$ cat src/rtl/ciu_pkg.sv
// Shared types and constants for the centered integer upscaler.
package ciu_pkg;

  localparam int unsigned PIX_W      = 16;
  localparam int unsigned ADDR_W     = 24;
  localparam int unsigned SCR_W      = 13;
  localparam int unsigned SRC_W      = 11;
  localparam int unsigned SCALE_W    = 4;
  localparam int unsigned CFG_IDX_W  = 2;
  localparam int unsigned CFG_DATA_W = 13;
  localparam int unsigned DIV_CNT_W  = 4;

  localparam logic [SCR_W-1:0] SCREEN_W_RST = 13'd640;
  localparam logic [SCR_W-1:0] SCREEN_H_RST = 13'd480;
  localparam logic [SRC_W-1:0] SOURCE_W_RST = 11'd96;
  localparam logic [SRC_W-1:0] SOURCE_H_RST = 11'd64;

  typedef enum logic [CFG_IDX_W-1:0] {
    CFG_SCREEN_W = 2'd0,
    CFG_SCREEN_H = 2'd1,
    CFG_SOURCE_W = 2'd2,
    CFG_SOURCE_H = 2'd3
  } cfg_reg_e;

  typedef struct packed {
    logic capture;
    logic pos_clear;
    logic div_start;
    logic div_sel_y;
    logic cap_x;
    logic cap_y;
    logic scale_en;
    logic size_en;
    logic offs_en;
    logic orig_en;
    logic wrap_en;
    logic base_en;
    logic out_load;
    logic out_nofit;
  } ciu_cmd_t;

  typedef struct packed {
    logic div_done;
    logic scale_zero;
    logic last_write;
  } ciu_status_t;

endpackage

$ cat src/rtl/ciu_if.sv
// Request channel interfaces: source pixels in, framebuffer writes out.
interface ciu_pix_if;
  logic                        valid;
  logic                        ready;
  logic [ciu_pkg::PIX_W-1:0]   pixel_in;
  logic                        frame_start;

  modport source (output valid, pixel_in, frame_start, input ready);
  modport sink   (input valid, pixel_in, frame_start, output ready);
endinterface

interface ciu_wr_if;
  logic                        valid;
  logic                        ready;
  logic [ciu_pkg::ADDR_W-1:0]  write_address;
  logic [ciu_pkg::PIX_W-1:0]   pixel_out;
  logic                        no_fit;
  logic                        last;

  modport source (output valid, write_address, pixel_out, no_fit, last, input ready);
  modport sink   (input valid, write_address, pixel_out, no_fit, last, output ready);
endinterface

$ cat src/rtl/centered_integer_upscaler_top.sv
// Top level of the centered integer nearest-neighbor upscaler.
// A pixel without frame start first wraps its position and forms the block's
// base address in the WRAP and BASE states, then makes one framebuffer write
// per cycle through the single output register while the write side is ready.
// A frame start first runs both screen/source divisions through one shared
// bit-serial divider, then the placement steps scale, size, offset and origin.
// A no-fit pixel makes one write flagged no_fit. One pixel is in work at a time;
// the next is taken once its last write is in the output register.
module centered_integer_upscaler_top #(
  parameter int unsigned SCALE_LIMIT = 6
) (
  input  logic                             clk_i,
  input  logic                             rst_ni,
  input  logic                             cfg_we_i,
  input  logic [ciu_pkg::CFG_IDX_W-1:0]    cfg_idx_i,
  input  logic [ciu_pkg::CFG_DATA_W-1:0]   cfg_data_i,
  ciu_pix_if.sink                          pix_i,
  ciu_wr_if.source                         wr_o
);

  ciu_pkg::ciu_cmd_t    cmd;
  ciu_pkg::ciu_status_t status;

  ciu_ctrl u_ctrl (
    .clk_i            (clk_i),
    .rst_ni           (rst_ni),
    .in_valid_i       (pix_i.valid),
    .in_frame_start_i (pix_i.frame_start),
    .in_ready_o       (pix_i.ready),
    .out_valid_o      (wr_o.valid),
    .out_ready_i      (wr_o.ready),
    .status_i         (status),
    .cmd_o            (cmd)
  );

  ciu_datapath #(
    .SCALE_LIMIT (SCALE_LIMIT)
  ) u_dp (
    .clk_i           (clk_i),
    .rst_ni          (rst_ni),
    .cfg_we_i        (cfg_we_i),
    .cfg_idx_i       (cfg_idx_i),
    .cfg_data_i      (cfg_data_i),
    .pixel_in_i      (pix_i.pixel_in),
    .cmd_i           (cmd),
    .status_o        (status),
    .write_address_o (wr_o.write_address),
    .pixel_out_o     (wr_o.pixel_out),
    .no_fit_o        (wr_o.no_fit),
    .last_o          (wr_o.last)
  );

endmodule

$ cat src/rtl/ciu_divider.sv
// Iterative restoring divider, one quotient bit per cycle.
module ciu_divider (
  input  logic                        clk_i,
  input  logic                        rst_ni,
  input  logic                        start_i,
  input  logic [ciu_pkg::SCR_W-1:0]   dividend_i,
  input  logic [ciu_pkg::SRC_W-1:0]   divisor_i,
  output logic [ciu_pkg::SCR_W-1:0]   quotient_o,
  output logic                        done_o
);

  logic                            busy_q;
  logic                            done_q;
  logic [ciu_pkg::DIV_CNT_W-1:0]   cnt_q;
  logic [ciu_pkg::SCR_W-1:0]       num_q;
  logic [ciu_pkg::SRC_W-1:0]       den_q;
  logic [ciu_pkg::SRC_W-1:0]       rem_q;
  logic [ciu_pkg::SRC_W:0]         rem_sh;
  logic [ciu_pkg::SRC_W:0]         diff;
  logic                            ge;

  assign rem_sh = {rem_q, num_q[ciu_pkg::SCR_W-1]};
  assign ge     = rem_sh >= {1'b0, den_q};
  assign diff   = rem_sh - {1'b0, den_q};

  always_ff @(posedge clk_i or negedge rst_ni) begin
    if (!rst_ni) begin
      busy_q <= 1'b0;
      done_q <= 1'b0;
      cnt_q  <= '0;
    end else begin
      done_q <= 1'b0;
      if (start_i) begin
        busy_q <= 1'b1;
        cnt_q  <= '0;
      end else if (busy_q) begin
        cnt_q <= cnt_q + 1'b1;
        if (cnt_q == ciu_pkg::DIV_CNT_W'(ciu_pkg::SCR_W - 1)) begin
          busy_q <= 1'b0;
          done_q <= 1'b1;
        end
      end
    end
  end

  always_ff @(posedge clk_i) begin
    if (start_i) begin
      num_q <= dividend_i;
      den_q <= divisor_i;
      rem_q <= '0;
    end else if (busy_q) begin
      rem_q <= ge ? diff[ciu_pkg::SRC_W-1:0] : rem_sh[ciu_pkg::SRC_W-1:0];
      num_q <= {num_q[ciu_pkg::SCR_W-2:0], ge};
    end
  end

  assign quotient_o = num_q;
  assign done_o     = done_q;

endmodule

$ cat src/rtl/ciu_ctrl.sv
// Controller: sequences placement, address setup and write emission.
module ciu_ctrl (
  input  logic                  clk_i,
  input  logic                  rst_ni,
  input  logic                  in_valid_i,
  input  logic                  in_frame_start_i,
  output logic                  in_ready_o,
  output logic                  out_valid_o,
  input  logic                  out_ready_i,
  input  ciu_pkg::ciu_status_t  status_i,
  output ciu_pkg::ciu_cmd_t     cmd_o
);

  typedef enum logic [3:0] {
    S_IDLE,
    S_DIVX,
    S_WAITX,
    S_DIVY,
    S_WAITY,
    S_SCALE,
    S_SIZE,
    S_OFFS,
    S_ORIG,
    S_WRAP,
    S_BASE,
    S_EMIT,
    S_NOFIT
  } state_e;

  state_e state_q;
  logic   out_valid_q;
  logic   accept;
  logic   out_free;

  assign in_ready_o  = (state_q == S_IDLE);
  assign accept      = in_valid_i && in_ready_o;
  assign out_free    = !out_valid_q || out_ready_i;
  assign out_valid_o = out_valid_q;

  always_comb begin
    cmd_o           = '0;
    cmd_o.capture   = accept;
    cmd_o.pos_clear = accept && in_frame_start_i;
    cmd_o.div_start = (state_q == S_DIVX) || (state_q == S_DIVY);
    cmd_o.div_sel_y = (state_q == S_DIVY);
    cmd_o.cap_x     = (state_q == S_WAITX) && status_i.div_done;
    cmd_o.cap_y     = (state_q == S_WAITY) && status_i.div_done;
    cmd_o.scale_en  = (state_q == S_SCALE);
    cmd_o.size_en   = (state_q == S_SIZE);
    cmd_o.offs_en   = (state_q == S_OFFS);
    cmd_o.orig_en   = (state_q == S_ORIG);
    cmd_o.wrap_en   = (state_q == S_WRAP);
    cmd_o.base_en   = (state_q == S_BASE);
    cmd_o.out_load  = ((state_q == S_EMIT) || (state_q == S_NOFIT)) && out_free;
    cmd_o.out_nofit = (state_q == S_NOFIT);
  end

  always_ff @(posedge clk_i or negedge rst_ni) begin
    if (!rst_ni) begin
      state_q     <= S_IDLE;
      out_valid_q <= 1'b0;
    end else begin
      if (cmd_o.out_load) begin
        out_valid_q <= 1'b1;
      end else if (out_ready_i) begin
        out_valid_q <= 1'b0;
      end
      case (state_q)
        S_IDLE: begin
          if (accept) begin
            if (in_frame_start_i) begin
              state_q <= S_DIVX;
            end else if (status_i.scale_zero) begin
              state_q <= S_NOFIT;
            end else begin
              state_q <= S_WRAP;
            end
          end
        end
        S_DIVX:  state_q <= S_WAITX;
        S_WAITX: if (status_i.div_done) state_q <= S_DIVY;
        S_DIVY:  state_q <= S_WAITY;
        S_WAITY: if (status_i.div_done) state_q <= S_SCALE;
        S_SCALE: state_q <= S_SIZE;
        S_SIZE:  state_q <= S_OFFS;
        S_OFFS:  state_q <= S_ORIG;
        S_ORIG:  state_q <= status_i.scale_zero ? S_NOFIT : S_WRAP;
        S_WRAP:  state_q <= S_BASE;
        S_BASE:  state_q <= S_EMIT;
        S_EMIT: begin
          if (cmd_o.out_load && status_i.last_write) begin
            state_q <= S_IDLE;
          end
        end
        S_NOFIT: if (cmd_o.out_load) state_q <= S_IDLE;
        default: state_q <= S_IDLE;
      endcase
    end
  end

endmodule

$ cat src/rtl/ciu_datapath.sv
// Datapath: configuration, placement math, position and write address generation.
module ciu_datapath #(
  parameter int unsigned SCALE_LIMIT = 6
) (
  input  logic                             clk_i,
  input  logic                             rst_ni,
  input  logic                             cfg_we_i,
  input  logic [ciu_pkg::CFG_IDX_W-1:0]    cfg_idx_i,
  input  logic [ciu_pkg::CFG_DATA_W-1:0]   cfg_data_i,
  input  logic [ciu_pkg::PIX_W-1:0]        pixel_in_i,
  input  ciu_pkg::ciu_cmd_t                cmd_i,
  output ciu_pkg::ciu_status_t             status_o,
  output logic [ciu_pkg::ADDR_W-1:0]       write_address_o,
  output logic [ciu_pkg::PIX_W-1:0]        pixel_out_o,
  output logic                             no_fit_o,
  output logic                             last_o
);

  localparam int unsigned SCR_W   = ciu_pkg::SCR_W;
  localparam int unsigned SRC_W   = ciu_pkg::SRC_W;
  localparam int unsigned SCALE_W = ciu_pkg::SCALE_W;
  localparam int unsigned ADDR_W  = ciu_pkg::ADDR_W;
  localparam int unsigned PROD_W  = SRC_W + SCALE_W;

  logic [SCR_W-1:0]            scr_w_q, scr_h_q;
  logic [SRC_W-1:0]            src_w_q, src_h_q;
  logic [ciu_pkg::PIX_W-1:0]   pix_q;
  logic [SCR_W-1:0]            qx_q, qy_q;
  logic [SCALE_W-1:0]          scale_q;
  logic [PROD_W-1:0]           dw_q, dh_q;
  logic [SCR_W-1:0]            ox_q, oy_q;
  logic [ADDR_W-1:0]           origin_q;
  logic [SRC_W-1:0]            col_q, row_q;
  logic [PROD_W-1:0]           rs_q, cs_q;
  logic [ADDR_W-1:0]           row_base_q;
  logic [SCALE_W-1:0]          dx_q, dy_q;
  logic [ADDR_W-1:0]           out_addr_q;
  logic [ciu_pkg::PIX_W-1:0]   out_pix_q;
  logic                        out_nofit_q, out_last_q;

  logic [SCR_W-1:0]            div_quot;
  logic                        div_done;
  logic [SCR_W-1:0]            s_min;
  logic [SCALE_W-1:0]          scale_d;
  logic                        src_zero;
  logic [2*SCR_W-1:0]          org_prod;
  logic [PROD_W+SCR_W-1:0]     rs_prod;
  logic [SRC_W-1:0]            col_w, row_w;
  logic [SRC_W-1:0]            col_inc, row_inc;
  logic [SCALE_W-1:0]          scale_m1;
  logic                        dx_end, last_write;

  ciu_divider u_div (
    .clk_i      (clk_i),
    .rst_ni     (rst_ni),
    .start_i    (cmd_i.div_start),
    .dividend_i (cmd_i.div_sel_y ? scr_h_q : scr_w_q),
    .divisor_i  (cmd_i.div_sel_y ? src_h_q : src_w_q),
    .quotient_o (div_quot),
    .done_o     (div_done)
  );

  assign src_zero = (src_w_q == '0) || (src_h_q == '0);
  assign s_min    = (qx_q < qy_q) ? qx_q : qy_q;

  always_comb begin
    if (src_zero || (s_min == '0)) begin
      scale_d = '0;
    end else if (s_min > SCR_W'(SCALE_LIMIT)) begin
      scale_d = SCALE_W'(SCALE_LIMIT);
    end else begin
      scale_d = s_min[SCALE_W-1:0];
    end
  end

  assign org_prod = (2*SCR_W)'(oy_q) * (2*SCR_W)'(scr_w_q);
  assign rs_prod  = (PROD_W+SCR_W)'(rs_q) * (PROD_W+SCR_W)'(scr_w_q);
  assign col_w    = (col_q >= src_w_q) ? '0 : col_q;
  assign row_w    = (row_q >= src_h_q) ? '0 : row_q;
  assign col_inc  = col_q + 1'b1;
  assign row_inc  = row_q + 1'b1;
  assign scale_m1 = scale_q - 1'b1;
  assign dx_end   = (dx_q == scale_m1);
  assign last_write = dx_end && (dy_q == scale_m1);

  assign status_o.div_done   = div_done;
  assign status_o.scale_zero = (scale_q == '0);
  assign status_o.last_write = last_write;

  // configuration, placement and position
  always_ff @(posedge clk_i or negedge rst_ni) begin
    if (!rst_ni) begin
      scr_w_q  <= ciu_pkg::SCREEN_W_RST;
      scr_h_q  <= ciu_pkg::SCREEN_H_RST;
      src_w_q  <= ciu_pkg::SOURCE_W_RST;
      src_h_q  <= ciu_pkg::SOURCE_H_RST;
      scale_q  <= '0;
      origin_q <= '0;
      col_q    <= '0;
      row_q    <= '0;
    end else begin
      if (cfg_we_i) begin
        case (ciu_pkg::cfg_reg_e'(cfg_idx_i))
          ciu_pkg::CFG_SCREEN_W: scr_w_q <= cfg_data_i[SCR_W-1:0];
          ciu_pkg::CFG_SCREEN_H: scr_h_q <= cfg_data_i[SCR_W-1:0];
          ciu_pkg::CFG_SOURCE_W: src_w_q <= cfg_data_i[SRC_W-1:0];
          ciu_pkg::CFG_SOURCE_H: src_h_q <= cfg_data_i[SRC_W-1:0];
          default: ;
        endcase
      end
      if (cmd_i.scale_en) scale_q <= scale_d;
      if (cmd_i.orig_en) begin
        origin_q <= (scale_q == '0) ? '0
                  : org_prod[ADDR_W-1:0] + {{(ADDR_W-SCR_W){1'b0}}, ox_q};
      end
      if (cmd_i.pos_clear) begin
        col_q <= '0;
        row_q <= '0;
      end else if (cmd_i.wrap_en) begin
        col_q <= col_w;
        row_q <= row_w;
      end else if (cmd_i.out_load && !cmd_i.out_nofit && last_write) begin
        if (col_inc >= src_w_q) begin
          col_q <= '0;
          row_q <= (row_inc >= src_h_q) ? '0 : row_inc;
        end else begin
          col_q <= col_inc;
        end
      end
    end
  end

  // payload
  always_ff @(posedge clk_i) begin
    if (cmd_i.capture) pix_q <= pixel_in_i;
    if (cmd_i.cap_x) qx_q <= div_quot;
    if (cmd_i.cap_y) qy_q <= div_quot;
    if (cmd_i.size_en) begin
      dw_q <= PROD_W'(scale_q) * PROD_W'(src_w_q);
      dh_q <= PROD_W'(scale_q) * PROD_W'(src_h_q);
    end
    if (cmd_i.offs_en) begin
      ox_q <= {1'b0, scr_w_q[SCR_W-1:1]} - dw_q[SCR_W:1];
      oy_q <= {1'b0, scr_h_q[SCR_W-1:1]} - dh_q[SCR_W:1];
    end
    if (cmd_i.wrap_en) begin
      rs_q <= PROD_W'(row_w) * PROD_W'(scale_q);
      cs_q <= PROD_W'(col_w) * PROD_W'(scale_q);
    end
    if (cmd_i.base_en) begin
      row_base_q <= origin_q + rs_prod[ADDR_W-1:0]
                  + {{(ADDR_W-PROD_W){1'b0}}, cs_q};
      dx_q <= '0;
      dy_q <= '0;
    end
    if (cmd_i.out_load) begin
      if (cmd_i.out_nofit) begin
        out_addr_q  <= '0;
        out_pix_q   <= '0;
        out_nofit_q <= 1'b1;
        out_last_q  <= 1'b1;
      end else begin
        out_addr_q  <= row_base_q + {{(ADDR_W-SCALE_W){1'b0}}, dx_q};
        out_pix_q   <= pix_q;
        out_nofit_q <= 1'b0;
        out_last_q  <= last_write;
        if (dx_end) begin
          dx_q       <= '0;
          dy_q       <= dy_q + 1'b1;
          row_base_q <= row_base_q + {{(ADDR_W-SCR_W){1'b0}}, scr_w_q};
        end else begin
          dx_q <= dx_q + 1'b1;
        end
      end
    end
  end

  assign write_address_o = out_addr_q;
  assign pixel_out_o     = out_pix_q;
  assign no_fit_o        = out_nofit_q;
  assign last_o          = out_last_q;

endmodule

$ cat src/flat_wrapper.sv
// flat-port wrapper written by rule: the top's interface ports become plain ports
module centered_integer_upscaler_top_flat 
#(
  parameter int unsigned SCALE_LIMIT = 6
)
  (clk_i, rst_ni, cfg_we_i, cfg_idx_i, cfg_data_i, pix_i_valid, pix_i_pixel_in, pix_i_frame_start, pix_i_ready, wr_o_valid, wr_o_write_address, wr_o_pixel_out, wr_o_no_fit, wr_o_last, wr_o_ready);
  ciu_pix_if pix_i_i ();
  ciu_wr_if wr_o_i ();
  input  logic clk_i;
  input  logic rst_ni;
  input  logic cfg_we_i;
  input  logic [ciu_pkg::CFG_IDX_W-1:0] cfg_idx_i;
  input  logic [ciu_pkg::CFG_DATA_W-1:0] cfg_data_i;
  input wire logic [$bits(pix_i_i.valid)-1:0] pix_i_valid;
  input wire logic [$bits(pix_i_i.pixel_in)-1:0] pix_i_pixel_in;
  input wire logic [$bits(pix_i_i.frame_start)-1:0] pix_i_frame_start;
  output wire logic [$bits(pix_i_i.ready)-1:0] pix_i_ready;
  output wire logic [$bits(wr_o_i.valid)-1:0] wr_o_valid;
  output wire logic [$bits(wr_o_i.write_address)-1:0] wr_o_write_address;
  output wire logic [$bits(wr_o_i.pixel_out)-1:0] wr_o_pixel_out;
  output wire logic [$bits(wr_o_i.no_fit)-1:0] wr_o_no_fit;
  output wire logic [$bits(wr_o_i.last)-1:0] wr_o_last;
  input wire logic [$bits(wr_o_i.ready)-1:0] wr_o_ready;
  assign pix_i_i.valid = pix_i_valid;
  assign pix_i_i.pixel_in = pix_i_pixel_in;
  assign pix_i_i.frame_start = pix_i_frame_start;
  assign pix_i_ready = pix_i_i.ready;
  assign wr_o_valid = wr_o_i.valid;
  assign wr_o_write_address = wr_o_i.write_address;
  assign wr_o_pixel_out = wr_o_i.pixel_out;
  assign wr_o_no_fit = wr_o_i.no_fit;
  assign wr_o_last = wr_o_i.last;
  assign wr_o_i.ready = wr_o_ready;
  centered_integer_upscaler_top #(.SCALE_LIMIT(SCALE_LIMIT)) u_core (.clk_i(clk_i), .rst_ni(rst_ni), .cfg_we_i(cfg_we_i), .cfg_idx_i(cfg_idx_i), .cfg_data_i(cfg_data_i), .pix_i(pix_i_i), .wr_o(wr_o_i));
endmodule
$ cat config.mk
export PLATFORM = sky130hd
export DESIGN_NAME = centered_integer_upscaler_top_flat
export DESIGN_NICKNAME = d
export VERILOG_FILES = /design/src/rtl/ciu_pkg.sv /design/src/rtl/ciu_if.sv /design/src/rtl/centered_integer_upscaler_top.sv /design/src/rtl/ciu_divider.sv /design/src/rtl/ciu_ctrl.sv /design/src/rtl/ciu_datapath.sv /design/src/flat_wrapper.sv
export SDC_FILE = /design/constraint.sdc
export NUM_CORES = 2
export LEC_CHECK = 0
export BUFFER_PORTS_ARGS = -buffer_cell sky130_fd_sc_hd__clkbuf_2
export CAP_MARGIN = 30
export CORE_MARGIN = 5
export CORE_UTILIZATION = 25
export CTS_CLUSTER_SIZE = 14
export DETAILED_ROUTE_END_ITERATION = 6
export PLACE_DENSITY = 0.37
export SLEW_MARGIN = 10
export SYNTH_ARGS = -nofsm -noshare
export SYNTH_HDL_FRONTEND = slang
export SYNTH_SLANG_ARGS = --single-unit
$ cat constraint.sdc
create_clock -name clk_i -period 6.8 [get_ports clk_i]
set_clock_uncertainty 0.1 [all_clocks]
set_input_delay 1.02 -clock clk_i [delete_from_list [all_inputs] [get_ports clk_i]]
set_output_delay 1.02 -clock clk_i [all_outputs]
set_load 0.01 [all_outputs]
## After elaboration in Yosys (flattened, before gate mapping)

Index checks and enable logic that the tools add are counted.
W data, S select, Z words.

- Bits in registers: 344
- Output and inout bits: 44
- Word-level logic and storage cells: 165

- Multiply operators: 6
- Reduce and logical (&&, ||, !) cells: 32
- Equality and inequality tests: 23
- Order comparisons: 7
- Add/sub/neg operators: 14
- Multiplexer cells: 51

Operators by type and width:

| operator | number |
|---|---|
| $mux W11 | 13 |
| $mux W24 | 5 |
| $mux W4 | 18 |
| $mux W13 | 4 |
| $pmux W4 S13 | 1 |
| $add A24 B13 Y24 | 2 |
| $ge A11 B11 Y1 | 4 |
| $mul A11 B4 Y15 | 2 |
| $mul A4 B11 Y14 | 2 |
| $sub A12 B13 Y13 | 2 |
| $add A24 B15 Y24 | 1 |
| $add A24 B24 Y24 | 1 |
| $add A24 B4 Y24 | 1 |
| $eq A4 B4 Y1 const B | 6 |
| $mul A13 B13 Y24 | 1 |
| $mul A15 B13 Y24 | 1 |
| $add A11 B1 Y11 const B | 2 |
| $logic_not A11 Y1 | 2 |
| $eq A4 B3 Y1 const B | 4 |
| $gt A13 B3 Y1 const B | 1 |
| $logic_not A13 Y1 | 1 |
| $lt A13 B13 Y1 | 1 |
| $add A4 B1 Y4 const B | 3 |
| $ge A12 B11 Y1 | 1 |
| other kinds (20) | 54 |

## Depth between registers and ports, before layout

- Depth in word-level cells: 8
- Depth in mapped cells: 23
- Mapped depth without buffers: 22

## Hierarchy

From an unflattened synthesis, not the netlist that was laid out.

- Cell total of the unflattened synthesis: 3560
- Area, all modules: 34566.9 um^2

Modules (own cells, without submodules):

| module | times used | cells each | seq. area each (um^2) | area an instance (um^2) |
|---|---|---|---|---|
| ciu_datapath | 1 | 3286 | 8089.0 | 31811.8 |
| ciu_divider | 1 | 213 | 1091.0 | 2292.2 |
| ciu_ctrl | 1 | 61 | 125.1 | 462.9 |

## Worst setup path before layout

No wires, ideal clock.

- Path kind: reg2reg
- From: register u_core.u_dp.scr_w_q[7]
- To: register u_core.u_dp.row_base_q[22]
- Setup time: 0.086 ns
- Data arrival time: 5.862 ns
- Setup slack: 0.752 ns
- Data required time: 6.614 ns
- Stages on the path, launching flop included: 20
- Cell sequence: dfstp_2 clkbuf_1 clkbuf_1 nand2_1 fa_1 inv_1 fa_1 fa_1 fa_1 fa_1 fa_1 ha_1 a21oi_1 o21ai_0 a2111oi_4 nor3_2 or3_1 a31oi_2 xnor2_1 a221oi_2

- Word-level cells in the longest chain between the ends: 7
- Elaborated cells between the ends (all ways): 8

Ends and longest elaborated chain:

| element | line | RTL |
|---|---|---|
| start: declaration | ciu_datapath.sv:25 | `logic [SCR_W-1:0] scr_w_q, scr_h_q;` |
| start signal: assignment | ciu_datapath.sv:93 | `scr_w_q <= ciu_pkg::SCREEN_W_RST;` |
| start signal: assignment | ciu_datapath.sv:104 | `ciu_pkg::CFG_SCREEN_W: scr_w_q <= cfg_data_i[SCR_W-1:0];` |
| $mul A15 B13 Y24 | ciu_datapath.sv:77 | `assign rs_prod = (PROD_W+SCR_W)'(rs_q) * (PROD_W+SCR_W)'(scr_w_q);` |
| $add A24 B24 Y24 | ciu_datapath.sv:151 | `row_base_q <= origin_q + rs_prod[ADDR_W-1:0]` |
| $add A24 B15 Y24 | ciu_datapath.sv:152 | `+ {{(ADDR_W-PROD_W){1'b0}}, cs_q};` |
| $mux W24 | ciu_datapath.sv:150 | `if (cmd_i.base_en) begin` |
| $mux W24 | ciu_datapath.sv:167 | `if (dx_end) begin` |
| $mux W24 | ciu_datapath.sv:157 | `if (cmd_i.out_nofit) begin` |
| $mux W24 * | ciu_datapath.sv:156 | `if (cmd_i.out_load) begin` |
| end signal: assignment | ciu_datapath.sv:151 |  |
| end signal: assignment | ciu_datapath.sv:170 | `row_base_q <= row_base_q + {{(ADDR_W-SCR_W){1'b0}}, scr_w_q};` |
| end: declaration | ciu_datapath.sv:35 | `logic [ADDR_W-1:0] row_base_q;` |

Every way passes the cells marked *; elsewhere a longest branch is shown, timed or not.
A chain may end at the register's enable or synchronous reset.

## Worst setup path after layout

- From: register u_core.u_dp.scr_w_q[2]
- To: register u_core.u_dp.row_base_q[22]

Same word-level chain as after synthesis.

==> impl_metrics.csv <==
group,metric,value,unit
status,run_status,"completed",
place,place_area,0.03736,mm^2
worst_setup_path,critPathMaxFanout,18,
floorplanning,die_y,381.6,um
flow_run,max-cap-violations,0,
synthesis,yosys_most_used_dff,"sky130_fd_sc_hd__edfxtp_1",
cts,tritoncts.num_buffers,46,
synthesis,post_synthesis_simple_gate_area_fraction,15.84,%
worst_setup_path,path_cells,"buf_4 -> and2_1 -> fa_1 -> inv_1 -> fa_1 -> inv_1 -> fa_1 -> fa_1 -> fa_1 -> fa_1 -> ha_1 -> a21oi_1 -> o21ai_0 -> a2111oi_4 -> nor3_2 -> or3_1 -> a31oi_2 -> xnor2_1 -> a221oi_2",
timing,finalHoldViolations,0,
cts,cts_htree_levels,2,
cells_and_area,final_layout_fill_cell_count,14570,
power,worst_ir_drop_vdd,0.6076,mV
power,power.static_leakage,18.57,nW
synthesis,synth_sequential_area_ratio,26.95,%
floorplanning,chipWidth,381.6,um
worst_setup_path,endpoint_kind,"register",
route,detail_route.first_pass.iterations,5,
synthesis,synth_top_family_by_area,"adder cells",
cts,worst_setup_hold_path_clk_slew,60,ps
route,via_per_inst,4.459,
synthesis,yosys.area_share.xor_xnor,4.352,%
timing,finalSetupViolCount,0,
power,comb_power_share,57.1,%
synthesis,synth-warning-count,0,
synthesis,post_synth_inst_count,3591,
timing,timing.max_slew.rel_slack,39.41,%
power,p_total,11.98,mW
timing,final_min_period_over_clock_period,94.14,%
timing,timing.fmax,156.2,MHz
synthesis,post_synth.cell_area_avg,9.614,um^2
cells_and_area,areaGrowthSynthToFinish,12.82,%
worst_setup_path,critical-path-top-delay-family,"adder cells",
floorplanning,ios,81,
synthesis,fraction_of_registers_with_async_set_or_reset_after_synthesis,31.87,%
place,input_output_buffers,80,
floorplanning,fp-row-count,136,
cts,cts_resized,0,
synthesis,synth.cell_area,0.03453,mm^2
timing,finalCriticalPeriod,6402,ps
route,drcViolationCount,0,
place,gp_weighted_congestion,0.7765,
route,vias,24490,
global_routing,globalRoute.totalOverflow,0,
cells_and_area,mostFrequentLayoutCells,"530 x sky130_fd_sc_hd__inv_1, 450 x sky130_fd_sc_hd__nand2_1, 379 x sky130_fd_sc_hd__fa_1",
power,power_switching_share,43.65,%
cts,max-clock-path-buffers,3,
worst_setup_path,slowest_stage,"sky130_fd_sc_hd__dfrtp_1",
cells_and_area,fin_area,0.03895,mm^2
hold_path,min-delay-path-class,"primary input to async pin",
worst_setup_path,worst-path-buf-inv,3,
cts,cts.root.buffer_cell,"sky130_fd_sc_hd__clkbuf_16",
route,ant_nets,0,
route,iter_0_drt_violations,1018,
global_routing,track_usage,14.03,%
global_routing,grt_start_max_net_pins,60,
worst_setup_path,crit_path_frequent_cell,"sky130_fd_sc_hd__fa_1",
worst_setup_path,critical_path.startpoint,"u_core.u_dp.scr_w_q[2]",
cells_and_area,final_util,28.37,%
cts,post_cts_hold_buffer_count,0,
route,post_dr_wirelength_cell,18.38,um
worst_setup_path,r2r.worst_path.cells,19,
synthesis,synth_edf_count,190,
synthesis,synth_fa_ha_area_share,33.93,%
cells_and_area,drive_above_1_share,8.992,%
cts,clkSinkCount,342,
worst_setup_path,crit_end,"u_core.u_dp.row_base_q[22]",
worst_setup_path,crit_type,"register to register",
timing,unrepaired_setup_endpoints_after_global_routing,"false",
worst_setup_path,regToRegEndpoint,"u_core.u_dp.row_base_q[22]",
power,clock_power_share,21.2,%
synthesis,synth-seq-cells,342,
synthesis,synthDistinctLibCells,85,
worst_setup_path,rrSetupSlack,400,ps
global_routing,number_of_antenna_violations_at_the_first_check_in_global_routing,3,
power,internal_power,6.753,mW
synthesis,synth_largest_type_area_fraction,21.98,%
synthesis,synth_largest_area_cell,"sky130_fd_sc_hd__fa_1",
cts,cts_setup_buffers,0,
timing,finalMaxSlewViolations,0,
timing,setup-tns-final,0,ps
route,final_routed_wirelength,100900,um
power,switchingPower,5.231,mW
cells_and_area,nNetsFinal,4401,
floorplanning,core_area,0.1373,mm^2
timing,tightest_slew,908.8,ps
synthesis,syn-num-nets,4337,
power,pwr-share-seq,21.8,%
power,p_per_area,307.7,mW/mm^2
worst_setup_path,regToRegStartpoint,"u_core.u_dp.scr_w_q[2]",
synthesis,compound_cell_area_share_of_the_yosys_netlist,9.274,%
worst_setup_path,cp_peak_stage_delay,840,ps
worst_setup_path,cp_data_required_time,7210,ps
floorplanning,effective_utilization_at_floorplan,25.14,%
synthesis,fraction_of_synthesized_area_in_multiplexers,2.232,%
cells_and_area,final_common_cell,"sky130_fd_sc_hd__inv_1",
worst_setup_path,cp_data_arrival_time,6810,ps
worst_setup_path,cp.depth,19,
global_routing,vias_in_the_first_global_route,26660,
floorplanning,design.die.area,0.1456,mm^2
worst_setup_path,cp-start-kind,"register",
global_routing,grt_first_pass_wirelength,160500,um
synthesis,synthTopCellsByArea,"sky130_fd_sc_hd__fa_1 22%, sky130_fd_sc_hd__edfxtp_1 17%, sky130_fd_sc_hd__ha_1 12%",
cts,insertion_delay_of_the_later_clocked_pin_in_the_worst_skew_pair,610,ps
cts,tritoncts,"done",
place,place.detailed.hpwl,80500,um
## cells by family after synthesis
kind of cell             after synthesis
AND/OR/NAND/NOR                     1129
adder cells (fa/ha/maj)              709
buffers and inverters                678
AO/OA/AOI/OAI                        492
flip-flops                           342
XOR/XNOR                             170
multiplexers                          71
## layout make-up
type / count / area, um^2 / area share, %
inverters: 531 / 1993 / 5.117
diodes: 6 / 15.01 / 0.03855
clock buffers: 56 / 1229 / 3.154
flip-flops and latches: 342 / 9306 / 23.89
clock inverters: 29 / 316.6 / 0.8127
repair buffers: 163 / 1152 / 2.958
well taps: 1794 / 2245 / 5.763
multi-input cells: 2571 / 22700 / 58.26
## per-stage QoR
step                std cells  hold WS (ps)  setup WS [ps]
CTS                      5485         254.7          275.9
finish                   5492         276.9          398.3
detailed placement       5400         355.3          264.3
global placement         5398         361.8          302.6
global route             5486         288.2          46.26
floorplan                3591         342.6          751.9
## Yosys cell counts (9+ instances only)
cell and instances:
sky130_fd_sc_hd__nor3_1 46, sky130_fd_sc_hd__nand3_1 60, sky130_fd_sc_hd__o21bai_1 12, sky130_fd_sc_hd__nor4_1 13, sky130_fd_sc_hd__a21o_1 34, sky130_fd_sc_hd__xnor2_1 113, sky130_fd_sc_hd__or3_1 30, sky130_fd_sc_hd__ha_1 330
sky130_fd_sc_hd__and3_1 60, sky130_fd_sc_hd__nor2b_1 57, sky130_fd_sc_hd__a31oi_1 17, sky130_fd_sc_hd__a22o_1 15, sky130_fd_sc_hd__dfrtp_1 100, sky130_fd_sc_hd__nand4_1 11, sky130_fd_sc_hd__or2_2 10, sky130_fd_sc_hd__nand2b_1 23
sky130_fd_sc_hd__dfstp_2 9, sky130_fd_sc_hd__a21oi_1 134, sky130_fd_sc_hd__nand2_1 450, sky130_fd_sc_hd__clkbuf_1 133, sky130_fd_sc_hd__xor2_1 56, sky130_fd_sc_hd__a211oi_1 11, sky130_fd_sc_hd__mux2_2 48, sky130_fd_sc_hd__dfxtp_1 43
sky130_fd_sc_hd__nor2_1 162, sky130_fd_sc_hd__o22ai_1 14, sky130_fd_sc_hd__mux2i_1 23, sky130_fd_sc_hd__edfxtp_1 190, sky130_fd_sc_hd__inv_1 530, sky130_fd_sc_hd__and2_1 183, sky130_fd_sc_hd__fa_1 379, sky130_fd_sc_hd__o21a_1 18
sky130_fd_sc_hd__a221o_1 9, sky130_fd_sc_hd__o21ai_0 133
## per-layer routing
metal | vias up | GRT usage [%] | wire (um)
li1 | 11950 | - | -
met1 | 12200 | 19.32 | 48510
met2 | 237 | 23.59 | 47200
met3 | 105 | 1.384 | 2424
met4 | 0 | 3.796 | 2793
met5 | - | 0 | 0
## power by group through the flow
stage / clock (mW) / sequential, mW / combinational [mW]
global placement: 0 / 2.65 / 6.99
global route: 2.72 / 2.64 / 7.91
CTS: 2.64 / 2.61 / 7.02
finish: 2.54 / 2.61 / 6.84
floorplan: 0 / 2.54 / 5.12
detailed placement: 0 / 2.66 / 6.96
## worst min path at each step
stage,cells past startpoint,startpoint,slack [ps],to
4_1_cts,1,rst_ni,250,u_core.u_dp.col_q[6]
3_3_place_gp,1,u_core.u_dp.u_div.rem_q[10],360,u_core.u_dp.u_div.rem_q[10]
2_1_floorplan,1,u_core.u_dp.u_div.rem_q[10],340,u_core.u_dp.u_div.rem_q[10]
3_5_place_dp,1,u_core.u_dp.u_div.rem_q[10],360,u_core.u_dp.u_div.rem_q[10]
6_report,1,rst_ni,280,u_core.u_dp.col_q[8]
5_1_grt,1,rst_ni,290,u_core.u_dp.col_q[6]
## registers in the layout (all words and copies together), names as in the netlist, 15 cells and up
register	flops
u_core.u_dp.rs_q	15
u_core.u_dp.pix_q	16
u_core.u_dp.write_address_o	24
u_core.u_dp.cs_q	15
u_core.u_dp.origin_q	24
u_core.u_dp.row_base_q	24
u_core.u_dp.pixel_out_o	16
(Power assumes the default switching activity.)
